$ cat src/rtl/env_sample_outlier_validator_macros.svh
// ---------------------------------------------------------------------------
// Assertion macros for the environmental sample outlier validator
// Concurrent checks clocked on clk and disabled while rst_n is low.
// ---------------------------------------------------------------------------
`ifndef ENV_SAMPLE_OUTLIER_VALIDATOR_MACROS_SVH
`define ENV_SAMPLE_OUTLIER_VALIDATOR_MACROS_SVH

`ifndef ASSERT_OFF
// same-cycle implication
`define ESOV_ASSERT_IMP(label, ante, cons) \
    label: assert property (@(posedge clk) disable iff (!rst_n) (ante) |-> (cons)) \
        else $error("esov assertion failed");
// next-cycle implication
`define ESOV_ASSERT_NXT(label, ante, cons) \
    label: assert property (@(posedge clk) disable iff (!rst_n) (ante) |=> (cons)) \
        else $error("esov assertion failed");
`else
`define ESOV_ASSERT_IMP(label, ante, cons)
`define ESOV_ASSERT_NXT(label, ante, cons)
`endif

`endif

$ cat src/rtl/esov_pkg.sv
// ---------------------------------------------------------------------------
// esov_pkg
// Field widths, reject codes, register indexes and the controller/datapath
// command and status bundles.
// ---------------------------------------------------------------------------
package esov_pkg;

    localparam int TEMP_W      = 15;
    localparam int HUM_W       = 14;
    localparam int PRES_W      = 17;
    localparam int LIM_W       = 14;
    localparam int RSN_W       = 3;
    localparam int CFG_IDX_W   = 3;
    localparam int CFG_DATA_W  = 17;
    localparam int IN_TDATA_W  = 48;
    localparam int OUT_TDATA_W = 24;

    typedef logic [RSN_W-1:0] reason_t;

    localparam reason_t RSN_OK    = 3'd0;
    localparam reason_t RSN_MISS  = 3'd1;
    localparam reason_t RSN_TEMP  = 3'd2;
    localparam reason_t RSN_HUM   = 3'd3;
    localparam reason_t RSN_PRES  = 3'd4;
    localparam reason_t RSN_HJUMP = 3'd5;
    localparam reason_t RSN_PJUMP = 3'd6;
    localparam reason_t RSN_DEV   = 3'd7;

    // humidity ceiling, 100.00 %
    localparam logic [HUM_W-1:0] HUM_MAX = 14'd10000;

    localparam logic [CFG_IDX_W-1:0] REG_TEMP_MIN = 3'd0;
    localparam logic [CFG_IDX_W-1:0] REG_TEMP_MAX = 3'd1;
    localparam logic [CFG_IDX_W-1:0] REG_PRES_MIN = 3'd2;
    localparam logic [CFG_IDX_W-1:0] REG_PRES_MAX = 3'd3;
    localparam logic [CFG_IDX_W-1:0] REG_HJ_LIM   = 3'd4;
    localparam logic [CFG_IDX_W-1:0] REG_PJ_LIM   = 3'd5;
    localparam logic [CFG_IDX_W-1:0] REG_DEV_LIM  = 3'd6;

    localparam logic signed [TEMP_W-1:0] TEMP_MIN_RST = -15'sd1000;
    localparam logic signed [TEMP_W-1:0] TEMP_MAX_RST = 15'sd4000;
    localparam logic [PRES_W-1:0]        PRES_MIN_RST = 17'd85000;
    localparam logic [PRES_W-1:0]        PRES_MAX_RST = 17'd110000;
    localparam logic [LIM_W-1:0]         HJ_LIM_RST   = 14'd2000;
    localparam logic [LIM_W-1:0]         PJ_LIM_RST   = 14'd150;
    localparam logic [LIM_W-1:0]         DEV_LIM_RST  = 14'd150;

    typedef struct packed {
        logic signed [TEMP_W-1:0] temp_min;
        logic signed [TEMP_W-1:0] temp_max;
        logic [PRES_W-1:0]        pres_min;
        logic [PRES_W-1:0]        pres_max;
        logic [LIM_W-1:0]         hj_lim;
        logic [LIM_W-1:0]         pj_lim;
        logic [LIM_W-1:0]         dev_lim;
    } cfg_t;

    typedef struct packed {
        logic load;      // capture the input beat
        logic check;     // run range and jump checks
        logic sum_step;  // one history read / accumulate
        logic mul;       // form p*count and limit*count
        logic dev;       // deviation compare, divider init
        logic div_step;  // one quotient bit
        logic out_load;  // load result, commit pressure
    } cmd_t;

    typedef struct packed {
        logic skip_dev;
        logic sum_done;
        logic div_done;
        logic out_free;
    } stat_t;

endpackage

$ cat src/rtl/esov_ctrl.sv
// ---------------------------------------------------------------------------
// esov_ctrl
// Sequencer: one sample at a time through check, sum, multiply, deviation,
// divide and output; a sample that needs no deviation check skips to output.
// ---------------------------------------------------------------------------
module esov_ctrl
(
    input  logic           clk,
    input  logic           rst_n,
    input  logic           in_valid,
    output logic           in_ready,
    input  esov_pkg::stat_t stat,
    output esov_pkg::cmd_t  cmd
);
    import esov_pkg::*;

    localparam logic [2:0] S_IDLE  = 3'd0;
    localparam logic [2:0] S_CHECK = 3'd1;
    localparam logic [2:0] S_SUM   = 3'd2;
    localparam logic [2:0] S_MUL   = 3'd3;
    localparam logic [2:0] S_DEV   = 3'd4;
    localparam logic [2:0] S_DIV   = 3'd5;
    localparam logic [2:0] S_OUT   = 3'd6;

    logic [2:0] state_reg;
    logic [2:0] state_next;

    assign in_ready = (state_reg == S_IDLE);

    always_comb
    begin
        state_next = state_reg;
        cmd        = '0;
        unique case (state_reg)
            S_IDLE:
            begin
                cmd.load = in_valid;
                if (in_valid)
                    state_next = S_CHECK;
            end
            S_CHECK:
            begin
                cmd.check  = 1'b1;
                state_next = stat.skip_dev ? S_OUT : S_SUM;
            end
            S_SUM:
            begin
                cmd.sum_step = 1'b1;
                if (stat.sum_done)
                    state_next = S_MUL;
            end
            S_MUL:
            begin
                cmd.mul    = 1'b1;
                state_next = S_DEV;
            end
            S_DEV:
            begin
                cmd.dev    = 1'b1;
                state_next = S_DIV;
            end
            S_DIV:
            begin
                cmd.div_step = 1'b1;
                if (stat.div_done)
                    state_next = S_OUT;
            end
            S_OUT:
            begin
                cmd.out_load = stat.out_free;
                if (stat.out_free)
                    state_next = S_IDLE;
            end
            default:
            begin
                state_next = S_IDLE;
            end
        endcase
    end

    always_ff @(posedge clk or negedge rst_n)
    begin
        if (!rst_n)
            state_reg <= S_IDLE;
        else
            state_reg <= state_next;
    end

endmodule

$ cat src/rtl/esov_dp.sv
// ---------------------------------------------------------------------------
// esov_dp
// Datapath: sample registers, checks, humidity/pressure state, history
// memory, accumulator, multipliers, bit-serial divider and output register.
// ---------------------------------------------------------------------------
module esov_dp #(
    parameter int HISTORY_DEPTH = 5
)
(
    input  logic                               clk,
    input  logic                               rst_n,
    input  esov_pkg::cfg_t                     cfg,
    input  esov_pkg::cmd_t                     cmd,
    output esov_pkg::stat_t                    stat,
    input  logic                               in_missing,
    input  logic [esov_pkg::IN_TDATA_W-1:0]    in_data,
    output logic                               out_valid,
    input  logic                               out_ready,
    output logic [esov_pkg::OUT_TDATA_W-1:0]   out_data
);
    import esov_pkg::*;

    localparam int IDX_W  = $clog2(HISTORY_DEPTH);
    localparam int CNT_W  = $clog2(HISTORY_DEPTH + 1);
    localparam int SUM_W  = PRES_W + CNT_W;
    localparam int LC_W   = LIM_W + CNT_W;
    localparam int DIVC_W = $clog2(PRES_W);

    // sample
    logic                     miss_reg;
    logic signed [TEMP_W-1:0] temp_reg;
    logic [HUM_W-1:0]         hum_reg;
    logic [PRES_W-1:0]        pres_reg;

    // history state
    logic [HUM_W-1:0]  last_hum_reg;
    logic              hum_seen_reg;
    logic [PRES_W-1:0] last_pres_reg;
    logic              pres_seen_reg;
    logic [IDX_W-1:0]  wr_idx_reg;
    logic              full_reg;
    logic [PRES_W-1:0] hist_mem [HISTORY_DEPTH];

    // per-sample work
    reason_t           reason_reg;
    logic              dev_need_reg;
    logic [CNT_W-1:0]  count_reg;
    logic [CNT_W-1:0]  sum_idx_reg;
    logic              rd_vld_reg;
    logic [PRES_W-1:0] rd_data_reg;
    logic [SUM_W-1:0]  sum_reg;
    logic [SUM_W-1:0]  pc_reg;
    logic [LC_W-1:0]   lc_reg;
    logic              dev_reg;
    logic [SUM_W-1:0]  rem_reg;
    logic [SUM_W-1:0]  dvs_reg;
    logic [PRES_W-1:0] quo_reg;
    logic [DIVC_W-1:0] div_cnt_reg;

    // result
    logic              out_valid_reg;
    logic              acc_reg;
    reason_t           rsn_out_reg;
    logic [PRES_W-1:0] avg_reg;

    logic [HUM_W-1:0]  h_diff;
    logic [PRES_W-1:0] p_diff;
    logic [CNT_W-1:0]  count_c;
    reason_t           reason_c;
    logic              dev_need_c;
    logic              hum_commit;
    logic [SUM_W-1:0]  dev_diff;
    logic              rem_ge;
    reason_t           final_rsn;
    logic              pres_commit;
    logic [IDX_W-1:0]  wr_idx_inc;

    always_comb
    begin
        h_diff  = (hum_reg > last_hum_reg) ? hum_reg - last_hum_reg : last_hum_reg - hum_reg;
        p_diff  = (pres_reg > last_pres_reg) ? pres_reg - last_pres_reg
                                             : last_pres_reg - pres_reg;
        count_c = full_reg ? CNT_W'(HISTORY_DEPTH) : CNT_W'(wr_idx_reg);

        // first failing check wins
        if (miss_reg)
            reason_c = RSN_MISS;
        else if ($signed(temp_reg) < $signed(cfg.temp_min)
                 || $signed(temp_reg) > $signed(cfg.temp_max))
            reason_c = RSN_TEMP;
        else if (hum_reg > HUM_MAX)
            reason_c = RSN_HUM;
        else if (pres_reg < cfg.pres_min || pres_reg > cfg.pres_max)
            reason_c = RSN_PRES;
        else if (hum_seen_reg && h_diff > cfg.hj_lim)
            reason_c = RSN_HJUMP;
        else if (pres_seen_reg && p_diff > {{(PRES_W-LIM_W){1'b0}}, cfg.pj_lim})
            reason_c = RSN_PJUMP;
        else
            reason_c = RSN_OK;

        hum_commit = (reason_c == RSN_OK) || (reason_c == RSN_PJUMP);
        dev_need_c = (reason_c == RSN_OK) && pres_seen_reg && (count_c != '0);

        dev_diff = (pc_reg > sum_reg) ? pc_reg - sum_reg : sum_reg - pc_reg;
        rem_ge   = (rem_reg >= dvs_reg);

        final_rsn   = (dev_need_reg && dev_reg) ? RSN_DEV : reason_reg;
        pres_commit = cmd.out_load && (final_rsn == RSN_OK);
        wr_idx_inc  = (wr_idx_reg == IDX_W'(HISTORY_DEPTH - 1)) ? '0 : wr_idx_reg + 1'b1;
    end

    assign stat.skip_dev = !dev_need_c;
    assign stat.sum_done = (sum_idx_reg == count_reg) && !rd_vld_reg;
    assign stat.div_done = (div_cnt_reg == '0);
    assign stat.out_free = !out_valid_reg || out_ready;

    // control and committed state
    always_ff @(posedge clk or negedge rst_n)
    begin
        if (!rst_n)
        begin
            last_hum_reg  <= '0;
            hum_seen_reg  <= 1'b0;
            last_pres_reg <= '0;
            pres_seen_reg <= 1'b0;
            wr_idx_reg    <= '0;
            full_reg      <= 1'b0;
            sum_idx_reg   <= '0;
            rd_vld_reg    <= 1'b0;
            out_valid_reg <= 1'b0;
        end
        else
        begin
            if (cmd.check && hum_commit)
            begin
                last_hum_reg <= hum_reg;
                hum_seen_reg <= 1'b1;
            end
            if (cmd.check)
            begin
                sum_idx_reg <= '0;
                rd_vld_reg  <= 1'b0;
            end
            else if (cmd.sum_step)
            begin
                rd_vld_reg <= (sum_idx_reg != count_reg);
                if (sum_idx_reg != count_reg)
                    sum_idx_reg <= sum_idx_reg + 1'b1;
            end
            if (pres_commit)
            begin
                last_pres_reg <= pres_reg;
                pres_seen_reg <= 1'b1;
                wr_idx_reg    <= wr_idx_inc;
                if (wr_idx_inc == '0)
                    full_reg <= 1'b1;
            end
            if (cmd.out_load)
                out_valid_reg <= 1'b1;
            else if (out_ready)
                out_valid_reg <= 1'b0;
        end
    end

    // history memory
    always_ff @(posedge clk)
    begin
        if (pres_commit)
            hist_mem[wr_idx_reg] <= pres_reg;
        if (cmd.sum_step && sum_idx_reg != count_reg)
            rd_data_reg <= hist_mem[sum_idx_reg[IDX_W-1:0]];
    end

    // payload
    always_ff @(posedge clk)
    begin
        if (cmd.load)
        begin
            miss_reg <= in_missing;
            temp_reg <= in_data[TEMP_W-1:0];
            hum_reg  <= in_data[TEMP_W+HUM_W-1:TEMP_W];
            pres_reg <= in_data[TEMP_W+HUM_W+PRES_W-1:TEMP_W+HUM_W];
        end
        if (cmd.check)
        begin
            reason_reg   <= reason_c;
            dev_need_reg <= dev_need_c;
            count_reg    <= count_c;
            sum_reg      <= '0;
        end
        else if (cmd.sum_step && rd_vld_reg)
        begin
            sum_reg <= sum_reg + {{CNT_W{1'b0}}, rd_data_reg};
        end
        if (cmd.mul)
        begin
            pc_reg <= {{CNT_W{1'b0}}, pres_reg} * {{PRES_W{1'b0}}, count_reg};
            lc_reg <= {{CNT_W{1'b0}}, cfg.dev_lim} * {{LIM_W{1'b0}}, count_reg};
        end
        if (cmd.dev)
        begin
            dev_reg     <= dev_diff > {{(SUM_W-LC_W){1'b0}}, lc_reg};
            rem_reg     <= sum_reg;
            dvs_reg     <= {1'b0, count_reg, {(PRES_W-1){1'b0}}};
            quo_reg     <= '0;
            div_cnt_reg <= DIVC_W'(PRES_W - 1);
        end
        else if (cmd.div_step)
        begin
            if (rem_ge)
                rem_reg <= rem_reg - dvs_reg;
            quo_reg     <= {quo_reg[PRES_W-2:0], rem_ge};
            dvs_reg     <= dvs_reg >> 1;
            div_cnt_reg <= div_cnt_reg - 1'b1;
        end
        if (cmd.out_load)
        begin
            acc_reg     <= (final_rsn == RSN_OK);
            rsn_out_reg <= final_rsn;
            avg_reg     <= dev_need_reg ? quo_reg : '0;
        end
    end

    assign out_valid = out_valid_reg;
    assign out_data  = {{(OUT_TDATA_W-1-RSN_W-PRES_W){1'b0}}, avg_reg, rsn_out_reg, acc_reg};

endmodule

$ cat src/rtl/env_sample_outlier_validator.sv
// ---------------------------------------------------------------------------
// env_sample_outlier_validator
// Accepts or rejects one temperature/humidity/pressure sample with a reason.
// ---------------------------------------------------------------------------
// Channel   Dir  Handshake           Content
// s_*       in   s_tvalid/s_tready   one sample, tuser = missing flag
// m_*       out  m_tvalid/m_tready   verdict, reason code, pressure average
// cfg_*     in   cfg_valid/cfg_ready register index and write data
//
// A sample that never reaches the deviation check (an early reject or the
// first pressure) goes from check straight to output. With the deviation
// check the history is summed one memory read per cycle and the average
// comes from a 17-step restoring divider.
// Reset (rst_n low, asynchronous) clears the history state and loads the
// register defaults. A stalled m_tready holds the result in the output
// register; the next sample is still taken and waits only at its own output.
// ---------------------------------------------------------------------------
`include "env_sample_outlier_validator_macros.svh"

module env_sample_outlier_validator #(
    parameter int HISTORY_DEPTH = 5
)
(
    input  logic                                clk,
    input  logic                                rst_n,
    // sample in
    input  logic                                s_tvalid,
    output logic                                s_tready,
    // [14:0] temperature_centi, [28:15] humidity_centi, [45:29] pressure_pa
    input  logic [esov_pkg::IN_TDATA_W-1:0]     s_tdata,
    // [0] sample_missing
    input  logic                                s_tuser,
    // verdict out
    output logic                                m_tvalid,
    input  logic                                m_tready,
    // [0] accepted, [3:1] reject_reason, [20:4] pressure_average
    output logic [esov_pkg::OUT_TDATA_W-1:0]    m_tdata,
    // register writes
    input  logic                                cfg_valid,
    output logic                                cfg_ready,
    input  logic [esov_pkg::CFG_IDX_W-1:0]      cfg_index,
    input  logic [esov_pkg::CFG_DATA_W-1:0]     cfg_data
);
    import esov_pkg::*;

    cfg_t  cfg_reg;
    cmd_t  cmd;
    stat_t stat;

    // result fields, named for the checks below
    reason_t           out_rsn;
    logic [PRES_W-1:0] out_avg;

    assign out_rsn = m_tdata[3:1];
    assign out_avg = m_tdata[20:4];

    // each write is registered directly; never stall the port
    assign cfg_ready = 1'b1;

    // Decode the register index; unknown indexes drop the beat.
    always_ff @(posedge clk or negedge rst_n)
    begin
        if (!rst_n)
        begin
            cfg_reg.temp_min <= TEMP_MIN_RST;
            cfg_reg.temp_max <= TEMP_MAX_RST;
            cfg_reg.pres_min <= PRES_MIN_RST;
            cfg_reg.pres_max <= PRES_MAX_RST;
            cfg_reg.hj_lim   <= HJ_LIM_RST;
            cfg_reg.pj_lim   <= PJ_LIM_RST;
            cfg_reg.dev_lim  <= DEV_LIM_RST;
        end
        else if (cfg_valid)
        begin
            unique case (cfg_index)
                REG_TEMP_MIN: cfg_reg.temp_min <= cfg_data[TEMP_W-1:0];
                REG_TEMP_MAX: cfg_reg.temp_max <= cfg_data[TEMP_W-1:0];
                REG_PRES_MIN: cfg_reg.pres_min <= cfg_data[PRES_W-1:0];
                REG_PRES_MAX: cfg_reg.pres_max <= cfg_data[PRES_W-1:0];
                REG_HJ_LIM:   cfg_reg.hj_lim   <= cfg_data[LIM_W-1:0];
                REG_PJ_LIM:   cfg_reg.pj_lim   <= cfg_data[LIM_W-1:0];
                REG_DEV_LIM:  cfg_reg.dev_lim  <= cfg_data[LIM_W-1:0];
                default:
                begin
                end
            endcase
        end
    end

    // Sequencer: check, sum, multiply, deviation, divide and output.
    esov_ctrl u_ctrl
    (
        .clk      (clk),
        .rst_n    (rst_n),
        .in_valid (s_tvalid),
        .in_ready (s_tready),
        .stat     (stat),
        .cmd      (cmd)
    );

    // Datapath: checks, history, arithmetic and the output register.
    esov_dp #(
        .HISTORY_DEPTH (HISTORY_DEPTH)
    ) u_dp
    (
        .clk        (clk),
        .rst_n      (rst_n),
        .cfg        (cfg_reg),
        .cmd        (cmd),
        .stat       (stat),
        .in_missing (s_tuser),
        .in_data    (s_tdata),
        .out_valid  (m_tvalid),
        .out_ready  (m_tready),
        .out_data   (m_tdata)
    );

    // one sample in flight: the input closes right after a beat is taken
    `ESOV_ASSERT_NXT(a_single_item, s_tvalid && s_tready, !s_tready)
    // a loaded result is presented on the next cycle
    `ESOV_ASSERT_NXT(a_out_load_valid, cmd.out_load, m_tvalid)
    // the accepted flag agrees with the reason code
    `ESOV_ASSERT_IMP(a_accept_flag, m_tvalid, m_tdata[0] == (m_tdata[3:1] == RSN_OK))
    // an average shows only when the deviation check ran
    `ESOV_ASSERT_IMP(a_avg_with_dev, m_tvalid && |out_avg, out_rsn == RSN_OK || out_rsn == RSN_DEV)

endmodule
$ cat config.mk
export PLATFORM = sky130hd
export DESIGN_NAME = env_sample_outlier_validator
export DESIGN_NICKNAME = d
export VERILOG_FILES = /design/src/rtl/esov_pkg.sv /design/src/rtl/esov_ctrl.sv /design/src/rtl/esov_dp.sv /design/src/rtl/env_sample_outlier_validator.sv
export VERILOG_INCLUDE_DIRS = /design/src /design/src/rtl
export SDC_FILE = /design/constraint.sdc
export NUM_CORES = 1
export LEC_CHECK = 0
export BUFFER_PORTS_ARGS = -buffer_cell sky130_fd_sc_hd__buf_2
export CORE_MARGIN = 5
export CORE_UTILIZATION = 40
export DETAILED_ROUTE_END_ITERATION = 8
export PLACE_DENSITY_LB_ADDON = 0.15
export SYNTH_ARGS = -nofsm -noshare
export SYNTH_HDL_FRONTEND = slang
export SYNTH_HIERARCHICAL = 1
export SYNTH_SLANG_ARGS = --single-unit
$ cat constraint.sdc
create_clock -name clk -period 7.38 [get_ports clk]
set_input_delay 1.476 -clock clk [delete_from_list [all_inputs] [get_ports clk]]
set_output_delay 1.476 -clock clk [all_outputs]
set_load 0.02 [all_outputs]
==> flow_metrics.env <==
export IMPL_outcome="complete, no violations"
export IMPL_p_leak_nw=13.94
export IMPL_final_area_mm2=0.03171
export IMPL_slew_violations=0
export IMPL_yosysTopAreaCellShare=0.2521
export IMPL_largest_register_ffs=106
export IMPL_hold_path_class="flip-flop to flip-flop"
export IMPL_p_sw_mw=3.449
export IMPL_arrival_ns=6.73
export IMPL_cts_buffer_depth=3
export IMPL_required_ns=7.87
export IMPL_critPathKind="flip-flop to flip-flop"
export IMPL_cts_hold_repair_buffers=0
export IMPL_fillers=6691
export IMPL_cts_buffers=53
export IMPL_internal_power_mw=6.463
export IMPL_mostFrequentLayoutCells="inv_1 (334), ha_1 (281), nand2_1 (239)"
export IMPL_synth_seq_area_share=0.4281
export IMPL_wire_per_inst_um=18.51
export IMPL_drv_cap=0
export IMPL_cts_sinks=447
export IMPL_synth_ff_type="edfxtp_1"
export IMPL_wl_um=70570
export IMPL_num_antenna_cells=0
export IMPL_post_cts_buffers=0
export IMPL_post_place_ws_ns=1.235
export IMPL_die_area_mm2=0.07631
export IMPL_die_y_um=276.2
export IMPL_grt_usage=0.1798
export IMPL_vias=19700
export IMPL_synth_largest_area_cell="edfxtp_1"
export IMPL_die_width_um=276.2
export IMPL_antenna_found_initial=0
export IMPL_dr_pass1_iters=6
export IMPL_start_util=0.4042
export IMPL_holdWs_ns=0.4677
export IMPL_io_pins=101
export IMPL_std_cell_rows=97
export IMPL_grt_overflow=0
export IMPL_synth_cell_type_count=87
export IMPL_synthArstFlopShare=0.3378
export IMPL_min_period_ns=6.245
export IMPL_grt_pass1_vias=20080
export IMPL_fin_ws_ns=1.135
export IMPL_layout_nets=3219
export IMPL_drt_first_iter_violations=1047
export IMPL_drive_gt1_frac=0.1577
export IMPL_finalHoldViolCount=0
export IMPL_globalplace_congestion=0.9030
export IMPL_pwr_share_clk=0.275
export IMPL_ff_latch_area_mm2=0.01214
export IMPL_crit_path_end_kind="flip-flop"
export IMPL_swShare=0.3480
export IMPL_critPathLaunchType="flip-flop"
export IMPL_grt_start_max_net_pins=84
export IMPL_dp_hpwl_um=52220
export IMPL_area_delta_synth_final_pct=11.82
export IMPL_postCtsResizedCells=0
export IMPL_placed_area_mm2=0.02985
export IMPL_pwr_share_seq=0.347
export IMPL_min_period_over_period=0.8462
export IMPL_synth_cells=2742
export IMPL_crit_fanout=12
export IMPL_synth_seq_cells=447
export IMPL_tns_ns=0
export IMPL_cts_tree="done"
export IMPL_clk_latency_ns=0.61
export IMPL_drc=0
export IMPL_power_density_mw_per_mm2=312.6
export IMPL_maxSlewHeadroom=0.2436
export IMPL_h_tree_depth=2
export IMPL_syn_avg_cell_area_um2=10.34
export IMPL_ys_warnings_count=6
export IMPL_fmax_ghz=0.1601
export IMPL_syn_area_mm2=0.02835
export IMPL_synth_area_leaders="edfxtp_1 (25%), ha_1 (12%), dfrtp_1 (9.7%), mux2_2 (5.4%), inv_1 (4.4%)"
export IMPL_p_comb_frac=0.377
export IMPL_clk_pin_slew_ns=0.06
export IMPL_routed_via_density=5.167
export IMPL_core_mm2=0.07015
export IMPL_grt_pass1_wl_um=111200
export IMPL_final_common_cell="inv_1"
export IMPL_cts_root_buf="clkbuf_16"
export IMPL_ant_nets=0
export IMPL_skew_ns=0.01613
export IMPL_setup_viol=0
export IMPL_synth_edf_count=238
export IMPL_max_slew_worst_pin_slew_ns=1.130
export IMPL_grt_setup_unrepaired="false"
export IMPL_multiInputGateArea_mm2=0.01453
export IMPL_final_util=0.4520
export IMPL_irDropWorstVdd_mv=0.2137
export IMPL_portBuffers=94
per-layer routing:
metal | track usage | wire (um)
met1 | 0.2214 | 30620
met2 | 0.3214 | 34970
met3 | 0.02160 | 1898
met4 | 0.07235 | 3077
met5 | 0 | 0
power by group through the flow:
stage	registers, mW	clock network [mW]	logic [mW]
after global routing	3.50	2.92	4.23
after global placement	3.48	0	3.67
after detailed placement	3.49	0	3.74
final	3.44	2.73	3.74
after floorplan	3.40	0	2.93
after CTS	3.45	2.82	3.77
cells in the mapped netlist, drive strengths merged (58+ instances only):
master and instances:
a21o 73, a21oi 163, clkbuf 60, dfrtp 110, dfxtp 58, edfxtp 238, ha 281, inv 334
mux2 136, mux2i 68, nand2 240, nor2 146, o21ai 125, xnor2 69
area by class of cell:
cell class / instances / area share
multi-input combinational: 1861 / 0.4584
sequential: 447 / 0.3828
clock buffer: 73 / 0.04767
inverter: 334 / 0.03954
tap: 940 / 0.03710
timing repair buffer: 130 / 0.02356
clock inverter: 27 / 0.01089
critical path, cell delays in order, from the launching register on:
cell	delay, ns
edfxtp_1	0.32
buf_4	0.20
inv_1	0.08
ha_1	0.47
and3_1	0.37
nand2_1	0.14
nor3b_1	0.28
o21ai_1	0.18
a21boi_0	0.37
o21ai_1	0.35
o211ai_1	0.30
o221ai_1	0.16
nor3b_1	0.35
ha_1	0.31
a22o_1	0.20
nor4_1	0.19
a31oi_1	0.23
a311o_1	0.37
or4_4	0.50
a2111o_1	0.51
nor3_1	0.17
nor3_1	0.08
kinds of logic (layout without fill, tap and decap cells):
group	count (synthesis)	in the layout	synth area share
simple gates	671	671	0.1146
compound gates	543	543	0.1214
flops	447	447	0.4281
buf+inv	436	564	0.06182
fa+ha+maj	318	318	0.1501
mux	221	221	0.09152
xor+xnor	104	104	0.03213
other cells	2	4	0.0002649
final timing paths:
kind / start / endpoint / slack [ns] / depth (start not counted)
max in group asynchronous: rst_n / cfg_reg[40]$_DFFE_PN0P_ / 5.35 / 2
min in group asynchronous: rst_n / u_dp/hum_seen_reg$_DFFE_PN0P_ / 0.91 / 1
worst min register to register: u_dp/hum_seen_reg$_DFFE_PN0P_ / u_dp/hum_seen_reg$_DFFE_PN0P_ / 0.47 / 1
worst min-delay path: u_dp/hum_seen_reg$_DFFE_PN0P_ / u_dp/hum_seen_reg$_DFFE_PN0P_ / 0.47 / 1
worst max register to register: u_dp/pres_reg[11]$_DFFE_PP_ / u_ctrl/state_reg[2]$_DFFE_PN0P_ / 1.14 / 21
worst max-delay path: u_dp/pres_reg[11]$_DFFE_PP_ / u_ctrl/state_reg[2]$_DFFE_PN0P_ / 1.14 / 21
stage by stage:
stage | power (mW) | std cells
after CTS | 10.04 | 3812
after detailed placement | 7.232 | 3712
after global routing | 10.64 | 3812
after floorplan | 6.331 | 2744
after global placement | 7.153 | 3712
final | 9.911 | 3812
Power figures use the tool's default switching activity.
